File: src/design/lpss_pkg.sv
// Shared types and constants for the LED panel scan mode sequencer.
`timescale 1ns / 1ps
package lpss_pkg;

	localparam int ROWS       = 20;
	localparam int ROW_W      = 5;
	localparam int HANDLE_W   = 8;
	localparam int GLYPH_W    = 8;
	localparam int PERIOD_W   = 16;
	localparam int LONG_W     = 24;
	localparam int SKIP_W     = 16;
	localparam int CFG_W      = 24;
	localparam int REG_IDX_W  = 2;
	localparam int IN_DATA_W  = 24;
	localparam int OUT_DATA_W = 40;

	localparam logic [REG_IDX_W-1:0] REG_TARGET_PERIOD   = 2'd0;
	localparam logic [REG_IDX_W-1:0] REG_ERROR_DURATION  = 2'd1;
	localparam logic [REG_IDX_W-1:0] REG_TRIGGER_TIMEOUT = 2'd2;

	localparam logic [PERIOD_W-1:0] TARGET_PERIOD_RST  = 16'd1000;
	localparam logic [LONG_W-1:0]   ERROR_DURATION_RST = 24'd1000000;
	localparam logic [LONG_W-1:0]   TRIG_TIMEOUT_RST   = 24'd1000000;

	typedef enum logic [1:0] {
		OP_TICK     = 2'd0,
		OP_PATTERN  = 2'd1,
		OP_ERROR    = 2'd2,
		OP_ROW_DONE = 2'd3
	} op_t;

	typedef enum logic [1:0] {
		M_PERSIST = 2'd0,
		M_ONESHOT = 2'd1,
		M_TRIG    = 2'd2,
		M_GATED   = 2'd3
	} mode_t;

	typedef enum logic [1:0] {
		PH_IDLE = 2'd0,
		PH_BUSY = 2'd1,
		PH_NEXT = 2'd2,
		PH_PAD  = 2'd3
	} phase_t;

	typedef struct packed {
		logic [PERIOD_W-1:0] target_period;
		logic [LONG_W-1:0]   error_duration;
		logic [LONG_W-1:0]   trigger_timeout;
	} cfg_t;

	typedef struct packed {
		op_t                 opcode;
		logic                trigger_level;
		logic [HANDLE_W-1:0] pattern_handle;
		mode_t               pattern_mode;
		logic [GLYPH_W-1:0]  glyph_slot;
		logic                row_fault;
	} item_t;

	typedef struct packed {
		logic                drive_row;
		logic [ROW_W-1:0]    row_index;
		logic                from_error_glyph;
		logic [HANDLE_W-1:0] shown_handle;
		logic [GLYPH_W-1:0]  shown_glyph;
		logic                panel_dark;
		logic                reload_data;
		logic [SKIP_W-1:0]   skipped_count;
	} result_t;

	typedef struct packed {
		logic [HANDLE_W-1:0] handle;
		mode_t               mode;
		logic                have_image;
		logic                oneshot_due;
		logic                trig_active;
		logic [ROW_W-1:0]    next_row;
	} snap_t;

	typedef struct packed {
		logic                valid;
		mode_t               mode;
		logic [HANDLE_W-1:0] handle;
	} pend_pat_t;

	typedef struct packed {
		logic               valid;
		logic [GLYPH_W-1:0] slot;
	} pend_err_t;

	typedef struct packed {
		mode_t               live_mode;
		logic [HANDLE_W-1:0] live_handle;
		logic                have_image;
		logic                oneshot_due;
		logic                trig_active;
		logic [ROW_W-1:0]    next_row;
		logic                edge_phase;
		logic [LONG_W-1:0]   wait_cnt;
		phase_t              phase;
		logic [PERIOD_W-1:0] period_cnt;
		logic                err_active;
		logic [LONG_W-1:0]   err_cnt;
		logic [GLYPH_W-1:0]  err_glyph;
		snap_t               snap;
		pend_pat_t           pend_pat;
		pend_err_t           pend_err;
		logic [SKIP_W-1:0]   skip_total;
	} state_t;

endpackage

File: src/design/lpss_step.sv
// Next-state and result logic for one word of the scan mode sequencer.
`timescale 1ns / 1ps
module lpss_step (
	input  lpss_pkg::cfg_t    cfg,
	input  lpss_pkg::state_t  st,
	input  lpss_pkg::item_t   item,
	output lpss_pkg::state_t  st_nxt,
	output lpss_pkg::result_t res
);
	import lpss_pkg::*;

	state_t           d;
	logic             drv;
	logic [ROW_W-1:0] idx;
	logic             rld;
	logic             bnd_done;
	logic             fired;
	mode_t            kind;
	logic [ROW_W:0]   nr6;

	always_comb begin
		d        = st;
		drv      = 1'b0;
		idx      = '0;
		rld      = 1'b0;
		bnd_done = 1'b0;
		fired    = 1'b0;
		kind     = st.err_active ? M_PERSIST : st.live_mode;
		nr6      = {1'b0, st.next_row};

		case (item.opcode)
			OP_TICK: begin
				if (d.err_active && d.err_cnt != '0)
					d.err_cnt = d.err_cnt - 1'b1;
				if (d.phase != PH_IDLE && d.period_cnt != '1)
					d.period_cnt = d.period_cnt + 1'b1;
				if (d.phase == PH_PAD && d.period_cnt >= cfg.target_period)
					d.phase = PH_IDLE;

				if (d.phase == PH_IDLE) begin
					// frame boundary
					if (d.err_active) begin
						if (d.err_cnt != '0) begin
							d.next_row   = '0;
							d.period_cnt = '0;
							drv          = 1'b1;
							d.phase      = PH_BUSY;
							bnd_done     = 1'b1;
						end else begin
							// window over: restore or go dark
							d.err_active = 1'b0;
							if (!d.snap.have_image ||
							    (d.snap.mode == M_ONESHOT && !d.snap.oneshot_due)) begin
								d.have_image  = 1'b0;
								d.oneshot_due = 1'b0;
								d.trig_active = 1'b0;
							end else begin
								d.live_handle = d.snap.handle;
								d.live_mode   = d.snap.mode;
								d.have_image  = 1'b1;
								d.oneshot_due = d.snap.oneshot_due;
								d.trig_active = d.snap.trig_active;
								d.next_row    = d.snap.next_row;
								rld           = 1'b1;
							end
						end
					end
					if (!bnd_done && d.pend_err.valid) begin
						d.snap.handle      = d.live_handle;
						d.snap.mode        = d.live_mode;
						d.snap.have_image  = d.have_image;
						d.snap.oneshot_due = d.oneshot_due;
						d.snap.trig_active = d.trig_active;
						d.snap.next_row    = d.next_row;
						d.err_glyph        = d.pend_err.slot;
						d.err_active       = 1'b1;
						d.err_cnt          = cfg.error_duration;
						d.pend_err         = '0;
						d.pend_pat         = '0;
						rld                = 1'b1;
						d.next_row         = '0;
						d.period_cnt       = '0;
						drv                = 1'b1;
						d.phase            = PH_BUSY;
						bnd_done           = 1'b1;
					end
					if (!bnd_done) begin
						if (d.pend_pat.valid) begin
							d.live_handle = d.pend_pat.handle;
							d.live_mode   = d.pend_pat.mode;
							d.pend_pat    = '0;
							d.have_image  = 1'b1;
							d.oneshot_due = (d.live_mode == M_ONESHOT);
							d.trig_active = (d.live_mode == M_TRIG);
							if (d.live_mode == M_TRIG)
								d.next_row = '0;
							rld = 1'b1;
						end
						if (d.have_image) begin
							case (d.live_mode)
								M_PERSIST: begin
									d.next_row   = '0;
									d.period_cnt = '0;
									drv          = 1'b1;
									d.phase      = PH_BUSY;
								end
								M_ONESHOT: begin
									if (d.oneshot_due) begin
										d.oneshot_due = 1'b0;
										d.next_row    = '0;
										d.period_cnt  = '0;
										drv           = 1'b1;
										d.phase       = PH_BUSY;
									end
								end
								M_TRIG: begin
									if (d.trig_active) begin
										if ({1'b0, d.next_row} >= (ROW_W + 1)'(ROWS)) begin
											d.have_image  = 1'b0;
											d.oneshot_due = 1'b0;
											d.trig_active = 1'b0;
											d.next_row    = '0;
										end else begin
											d.phase      = PH_NEXT;
											d.edge_phase = 1'b0;
											d.wait_cnt   = '0;
											d.period_cnt = '0;
										end
									end
								end
								M_GATED: begin
									if (item.trigger_level) begin
										d.next_row   = '0;
										d.period_cnt = '0;
										drv          = 1'b1;
										d.phase      = PH_BUSY;
									end
								end
								default: ;
							endcase
						end
					end
				end else if (d.phase == PH_NEXT) begin
					if (kind == M_TRIG) begin
						if (!d.edge_phase) begin
							if (!item.trigger_level)
								d.edge_phase = 1'b1;
						end else if (item.trigger_level) begin
							fired = 1'b1;
						end
						if (fired) begin
							d.edge_phase = 1'b0;
							d.wait_cnt   = '0;
							drv          = 1'b1;
							idx          = d.next_row;
							d.phase      = PH_BUSY;
						end else begin
							if (d.wait_cnt != '1)
								d.wait_cnt = d.wait_cnt + 1'b1;
							if (d.wait_cnt >= cfg.trigger_timeout) begin
								d.have_image  = 1'b0;
								d.oneshot_due = 1'b0;
								d.trig_active = 1'b0;
								d.next_row    = '0;
								d.phase       = PH_IDLE;
							end
						end
					end else if (kind == M_GATED) begin
						if (item.trigger_level) begin
							drv     = 1'b1;
							idx     = d.next_row;
							d.phase = PH_BUSY;
						end else begin
							d.phase = PH_IDLE;
						end
					end else begin
						drv     = 1'b1;
						idx     = d.next_row;
						d.phase = PH_BUSY;
					end
				end
			end

			OP_PATTERN: begin
				if (!d.err_active) begin
					if (d.pend_pat.valid && d.skip_total != '1)
						d.skip_total = d.skip_total + 1'b1;
					d.pend_pat.valid  = 1'b1;
					d.pend_pat.mode   = item.pattern_mode;
					d.pend_pat.handle = item.pattern_handle;
				end
			end

			OP_ERROR: begin
				if (!d.err_active && !d.pend_err.valid) begin
					d.pend_err.valid = 1'b1;
					d.pend_err.slot  = item.glyph_slot;
				end
			end

			OP_ROW_DONE: begin
				if (d.phase == PH_BUSY) begin
					if (kind == M_TRIG) begin
						if (!item.row_fault)
							nr6 = nr6 + 1'b1;
						if (nr6 >= (ROW_W + 1)'(ROWS)) begin
							d.have_image  = 1'b0;
							d.oneshot_due = 1'b0;
							d.trig_active = 1'b0;
							d.next_row    = '0;
							d.phase       = PH_IDLE;
						end else begin
							d.next_row   = nr6[ROW_W-1:0];
							d.phase      = PH_NEXT;
							d.edge_phase = 1'b0;
							d.wait_cnt   = '0;
						end
					end else if (item.row_fault && kind != M_GATED) begin
						d.phase = PH_IDLE;
					end else begin
						nr6 = nr6 + 1'b1;
						if (nr6 >= (ROW_W + 1)'(ROWS)) begin
							d.next_row = '0;
							d.phase    = (d.period_cnt < cfg.target_period) ? PH_PAD : PH_IDLE;
						end else begin
							d.next_row = nr6[ROW_W-1:0];
							d.phase    = PH_NEXT;
						end
					end
				end
			end

			default: ;
		endcase

		st_nxt = d;

		res.drive_row        = drv;
		res.row_index        = drv ? idx : '0;
		res.from_error_glyph = d.err_active;
		res.shown_handle     = (!d.err_active && d.have_image) ? d.live_handle : '0;
		res.shown_glyph      = d.err_active ? d.err_glyph : '0;
		res.panel_dark       = !d.err_active && !d.have_image;
		res.reload_data      = rld;
		res.skipped_count    = d.skip_total;
	end

endmodule

File: src/design/led_panel_scan_mode_sequencer.sv
// Top level of the LED panel scan mode sequencer: handshake, registers, config.
`timescale 1ns / 1ps
// Usage
//   Input channel s_axis_*: one word per event. tuser carries the opcode
//   (tick, pattern arrival, error raise, row done); tdata carries the
//   trigger level, pattern handle and mode, glyph slot and row fault.
//   Output channel m_axis_*: exactly one result word per input word, in
//   order: row drive command, shown image, dark flag, reload flag, skip
//   count. tuser marks that the error glyph is shown.
//   Config port: cfg_we/cfg_index/cfg_data write target_period (0),
//   error_duration (1) and trigger_timeout (2); write only while idle.
// Timing
//   An accepted word is held in the input register, then the sequencer
//   update lands in the output register. Throughput is one word per cycle
//   while the receiver keeps up; a stalled output holds the flow. The
//   whole state is a handful of counters and flags.
// Reset and stall
//   arst_n clears the sequencer state and both valid flags; config registers return to 1000 / 1000000 / 1000000.
//   A stalled receiver holds the output word; the input register still
//   takes one more word, then tready drops until the output drains.
module led_panel_scan_mode_sequencer (
	input  logic                                clk,
	input  logic                                arst_n,
	input  logic                                s_axis_tvalid,
	output logic                                s_axis_tready,
	// [0] trigger_level, [8:1] pattern_handle, [10:9] pattern_mode,
	// [18:11] glyph_slot, [19] row_fault, [23:20] zero
	input  logic [lpss_pkg::IN_DATA_W-1:0]      s_axis_tdata,
	// [1:0] opcode
	input  logic [1:0]                          s_axis_tuser,
	output logic                                m_axis_tvalid,
	input  logic                                m_axis_tready,
	// [0] drive_row, [5:1] row_index, [13:6] shown_handle,
	// [21:14] shown_glyph, [22] panel_dark, [23] reload_data,
	// [39:24] skipped_count
	output logic [lpss_pkg::OUT_DATA_W-1:0]     m_axis_tdata,
	// [0] from_error_glyph
	output logic                                m_axis_tuser,
	input  logic                                cfg_we,
	input  logic [lpss_pkg::REG_IDX_W-1:0]      cfg_index,
	input  logic [lpss_pkg::CFG_W-1:0]          cfg_data
);
	import lpss_pkg::*;

	cfg_t    cfg_q;
	state_t  st_q;
	state_t  st_nxt;
	item_t   item_s1;
	item_t   item_in;
	logic    valid_s1;
	result_t res;
	result_t res_q;
	logic    out_valid_q;
	logic    advance;

	// unpack the incoming word
	assign item_in.opcode         = op_t'(s_axis_tuser);
	assign item_in.trigger_level  = s_axis_tdata[0];
	assign item_in.pattern_handle = s_axis_tdata[8:1];
	assign item_in.pattern_mode   = mode_t'(s_axis_tdata[10:9]);
	assign item_in.glyph_slot     = s_axis_tdata[18:11];
	assign item_in.row_fault      = s_axis_tdata[19];

	// the s1 word moves on when the output register is free or draining
	assign advance       = valid_s1 && (!out_valid_q || m_axis_tready);
	assign s_axis_tready = !valid_s1 || advance;

	lpss_step u_step (
		.cfg    (cfg_q),
		.st     (st_q),
		.item   (item_s1),
		.st_nxt (st_nxt),
		.res    (res)
	);

	// config registers
	always_ff @(posedge clk or negedge arst_n) begin
		if (!arst_n) begin
			cfg_q.target_period   <= TARGET_PERIOD_RST;
			cfg_q.error_duration  <= ERROR_DURATION_RST;
			cfg_q.trigger_timeout <= TRIG_TIMEOUT_RST;
		end else if (cfg_we) begin
			unique case (cfg_index)
				REG_TARGET_PERIOD:   cfg_q.target_period   <= cfg_data[PERIOD_W-1:0];
				REG_ERROR_DURATION:  cfg_q.error_duration  <= cfg_data[LONG_W-1:0];
				REG_TRIGGER_TIMEOUT: cfg_q.trigger_timeout <= cfg_data[LONG_W-1:0];
				default: ;
			endcase
		end
	end

	// input register
	always_ff @(posedge clk or negedge arst_n) begin
		if (!arst_n) begin
			valid_s1 <= 1'b0;
		end else if (s_axis_tready) begin
			valid_s1 <= s_axis_tvalid;
		end
	end

	always_ff @(posedge clk) begin
		if (s_axis_tvalid && s_axis_tready) begin
			item_s1 <= item_in;
		end
	end

	// sequencer state
	always_ff @(posedge clk or negedge arst_n) begin
		if (!arst_n) begin
			st_q <= '0;
		end else if (advance) begin
			st_q <= st_nxt;
		end
	end

	// output register
	always_ff @(posedge clk or negedge arst_n) begin
		if (!arst_n) begin
			out_valid_q <= 1'b0;
		end else if (advance) begin
			out_valid_q <= 1'b1;
		end else if (m_axis_tready) begin
			out_valid_q <= 1'b0;
		end
	end

	always_ff @(posedge clk) begin
		if (advance) begin
			res_q <= res;
		end
	end

	assign m_axis_tvalid = out_valid_q;
	assign m_axis_tuser  = res_q.from_error_glyph;
	assign m_axis_tdata  = {res_q.skipped_count, res_q.reload_data, res_q.panel_dark,
	                        res_q.shown_glyph, res_q.shown_handle, res_q.row_index,
	                        res_q.drive_row};

endmodule

File: config.mk
export PLATFORM = sky130hd
export DESIGN_NAME = led_panel_scan_mode_sequencer
export DESIGN_NICKNAME = d
export VERILOG_FILES = /design/src/design/lpss_pkg.sv /design/src/design/lpss_step.sv /design/src/design/led_panel_scan_mode_sequencer.sv
export SDC_FILE = /design/constraint.sdc
export NUM_CORES = 1
export LEC_CHECK = 0
export BUFFER_PORTS_ARGS = -buffer_cell sky130_fd_sc_hd__buf_4
export CORE_UTILIZATION = 29
export CTS_CLUSTER_DIAMETER = 40
export DETAILED_ROUTE_END_ITERATION = 16
export PLACE_DENSITY_LB_ADDON = 0.1
export SETUP_SLACK_MARGIN = 0.4
export SLEW_MARGIN = 10
export SYNTH_ARGS = -nofsm -noshare
export SYNTH_HDL_FRONTEND = slang
export SYNTH_SLANG_ARGS = --single-unit
File: constraint.sdc
create_clock -name clk -period 6.89 [get_ports clk]
set_input_delay 0.3445 -clock clk [delete_from_list [all_inputs] [get_ports clk]]
set_output_delay 0.3445 -clock clk [all_outputs]
set_load 0.1 [all_outputs]
==> flow_summary.yaml <==
min_path:
  holdPathEnd: "cfg_q[59]$_DFFE_PN0P_"
  hold_depth: 3
  min_from: "cfg_data[11]"
  hp-class: "in -> reg"
logic_synthesis:
  synth_simple_gate_area_share: 0.165
  synth_top_area_frac: 0.311
  yosysSeqAreaShare: 0.466
  yosysMostFrequentCell: "dfrtp_1"
  synthCells: 1575
  avgSynthCellArea_um2: 9.91
  synth_compound_area_frac: 0.177
  synthMuxAreaShare: 0.0544
  synth_nets: 1702
  synth-main-ff-cell: "dfrtp_1"
  ys_async_sr_fraction: 0.773
  synthTopCellsByCount: "dfrtp_1, nand2_1, nor2_1"
  synth_xor_area_frac: 0.0410
  netlist_area_um2: 15600
  yosys_warnings: 0
  synth_largest_area_cell: "dfrtp_1"
  synth.area.top_cells: "dfrtp_1, edfxtp_1, ha_1"
  synthDistinctLibCells: 90
  synth_fa_ha_area_frac: 0.0561
  synth_edf_count: 63
  ys_ff_latch: 277
  synth_top_family_by_area: "compound AO/OA/AOI/OAI gates"
timing:
  setup_viol: 0
  rsz0062_at_grt: "false"
  clock_skew_ns: 0.0342
  finalCritPeriodShare: 0.866
  period_needed_ns: 5.96
  hold_viol: 0
  tightest_slew_ns: 1.02
  slew_headroom: 0.312
  max_freq_mhz: 168
  setup_tns_ns: 0
  setup_ws_ns: 0.925
  slew_violations: 0
clock_network:
  htree_num_levels: 2
  clock_latency_ns: 0.61
  cts_tree: "built"
  clockRootBuffer: "clkbuf_16"
  clkSinkCount: 277
  cts_buffers: 56
  postCtsSetupRepairBufs: 0
  ctsLongestPathBuffers: 3
  clkSlewWorstSetupHoldPaths_ns: 0.05
critical_path:
  worstPathCellList: "inv_1 -> ha_1 -> nor4b_2 -> and2_1 -> a21boi_1 -> nand3_1 -> xnor2_1 -> or4_1 -> or3_1 -> mux2_4 -> o21ai_4 -> ha_1 -> inv_1 -> a211o_1 -> a21o_2 -> a22o_1"
  arrival_ns: 6.43
  r2r_end: "st_q[108]$_DFFE_PN0P_"
  critPathMaxFanout: 19
  cpMaxStageDelayCell: "a21boi_1"
  worstRegToRegCells: 16
  endpoint_kind: "register"
  slowest_delay_ns: 0.74
  critPathKind: "reg -> reg"
  reg2reg_from: "st_q[62]$_DFFE_PN0P_"
  r2r_setup_slack_ns: 0.93
  crit_start: "st_q[62]$_DFFE_PN0P_"
  startpoint_type: "register"
  critPathRequiredTime_ns: 7.35
floorplan:
  die-height_um: 234
  die_x_um: 234
  core_area_um2: 52900
  rows: 84
  die_area_um2: 54700
  start_util: 0.295
  num_io_pins: 100
cells_and_area:
  syn_to_final_growth_pct: 24.3
  n_antenna_cell: 0
  layout.nets: 1850
  drive_above_1_share: 0.198
power_and_ir_drop:
  cellInternalPower_w: 0.00453
  power.density_nw_per_um2: 366
  switching_share: 0.363
  vdd_drop_max_v: 0.000220
  power_frac_comb: 0.286
  sequentialPowerShare: 0.332
  leakagePower_nw: 8.34
  clkPwrFrac: 0.382
  p_switching_w: 0.00258
grt:
  grt_overflow: 0
  grt_max_degree: 94
  antenna_found_initial: 2
  grt_usage: 0.172
  grt_pass1_wl_mm: 72.3
  grt_pass1_vias: 12400
place:
  portBuffers: 95
  post-place-ws_ns: 0.761
  dp_hpwl_mm: 32.5
  gp_congestion: 0.886
detailed_routing:
  dr.pass1.iters: 7
  via_per_inst: 5.05
  avgRoutedWirePerCell_um: 18.8
  dr_total_vias: 12400
  drt_wl_total_mm: 46.3
  drtIter0Drc: 683
  ant_nets: 0
  drc: 0
flow_run:
  max_cap_violations: 0
status:
  status: "completed"
==> power by group through the flow <==
stage / registers, W / clock network, W / logic [W]
4_1_cts: 0.00236 / 0.00279 / 0.00204
2_1_floorplan: 0.00248 / 0 / 0.00128
3_5_place_dp: 0.00238 / 0 / 0.00201
6_report: 0.00236 / 0.00271 / 0.00203
3_3_place_gp: 0.00238 / 0 / 0.00201
5_1_grt: 0.00241 / 0.00288 / 0.00224
==> cells by family (layout without fill, tap and decap cells) <==
group                      after synthesis  in the layout
and+or+nand+nor                        500            500
AOI/OAI and AO/OA                      420            420
DFF                                    277            277
buffers and inverters                  159            355
muxes                                   76             76
xor gates and xnor gates                73             73
adders and majority gates               70             70
==> metal layers <==
layer | wire length (µm) | global-route usage | up-vias
met5 | 0 | 0 | -
met4 | 951 | 0.0546 | 0
met3 | 1960 | 0.0278 | 72
met2 | 21300 | 0.272 | 281
met1 | 22100 | 0.240 | 5994
li1 | - | - | 6083
==> area by class of cell <==
cell class	instances	area, µm²
clock buffer	63	1480
clock inverter	43	425
fill	5303	33500
inverter	87	327
multi-input combinational	1139	7720
sequential	277	7270
tap	688	861
timing repair buffer	162	1320
==> stage by stage <==
stage	hold WS, ns	utilization	cells	cell area [µm²]	power (W)
finish	0.0328	0.367	2459	19400	0.00711
global route	0.0270	0.367	2459	19400	0.00752
CTS	0.00376	0.367	2459	19400	0.00720
detailed placement	0.436	0.324	2316	17100	0.00440
global placement	0.429	0.324	2316	17100	0.00439
floorplan	0.0489	-	1575	15600	0.00376
==> critical path, delay by kind of cell (launching register included) <==
kind	cells	cell delay, ns
compound gates	5	2.01
simple gates	5	2.02
mux	1	0.38
fa+ha+maj	2	0.49
flops	1	0.42
xor+xnor	1	0.23
buf+inv	2	0.26
==> layout by cell type, fill, tap and decap left out, types with 9 or more instances in the layout <==
| cell | n |
|---|---|
| dfrtp_1 | 194 |
| nand2_1 | 136 |
| buf_4 | 124 |
| nor2_1 | 100 |
| o21ai_0 | 100 |
| a21oi_1 | 88 |
| inv_1 | 86 |
| ha_1 | 70 |
| mux2_2 | 64 |
| edfxtp_1 | 63 |
| nand3_1 | 59 |
| clkbuf_16 | 57 |
| xnor2_1 | 48 |
| nor3_1 | 41 |
| dlygate4sd3_1 | 37 |
| a21o_1 | 30 |
| nand4_1 | 27 |
| xor2_1 | 25 |
| and3_1 | 23 |
| o22ai_1 | 23 |
| a22oi_1 | 21 |
| dfstp_2 | 20 |
| o22a_1 | 19 |
| nand2b_1 | 18 |
| a22o_1 | 17 |
| o21ai_1 | 16 |
| or3_1 | 14 |
| and2_1 | 13 |
| nor4_1 | 12 |
| a31oi_1 | 11 |
| a211oi_1 | 10 |
| o31ai_1 | 9 |
| clkinv_2 | 9 |
==> timing repair <==
item                                    in CTS  in global routing
endpoints found under the setup margin       0                 33
resized for setup                            0                  4
hold buffers                                37                  0
endpoints found under the hold margin      124                  0
==> worst max path at each step <==
stage               slack [ns]                         end  depth (start not counted)
floorplan                 2.07       st_q[113]$_DFFE_PN0P_                         21
global placement          0.84  m_axis_tdata[22]$_DFFE_PP_                         20
detailed placement        0.76       st_q[116]$_DFFE_PN0P_                         18
CTS                       0.75       st_q[108]$_DFFE_PN0P_                         18
global route              0.41       st_q[134]$_DFFE_PN0P_                         21
finish                    0.93       st_q[108]$_DFFE_PN0P_                         16
==> state kept, by name, indices dropped and copies added, names as in the netlist <==
| name | count |
|---|---|
| cfg_q | 64 |
| m_axis_tdata | 40 |
| m_axis_tvalid | 1 |
| item_s1 | 22 |
| st_q | 148 |
| valid_s1 | 1 |
| m_axis_tuser | 1 |
Note: power is estimated with default switching activity, not from simulation.
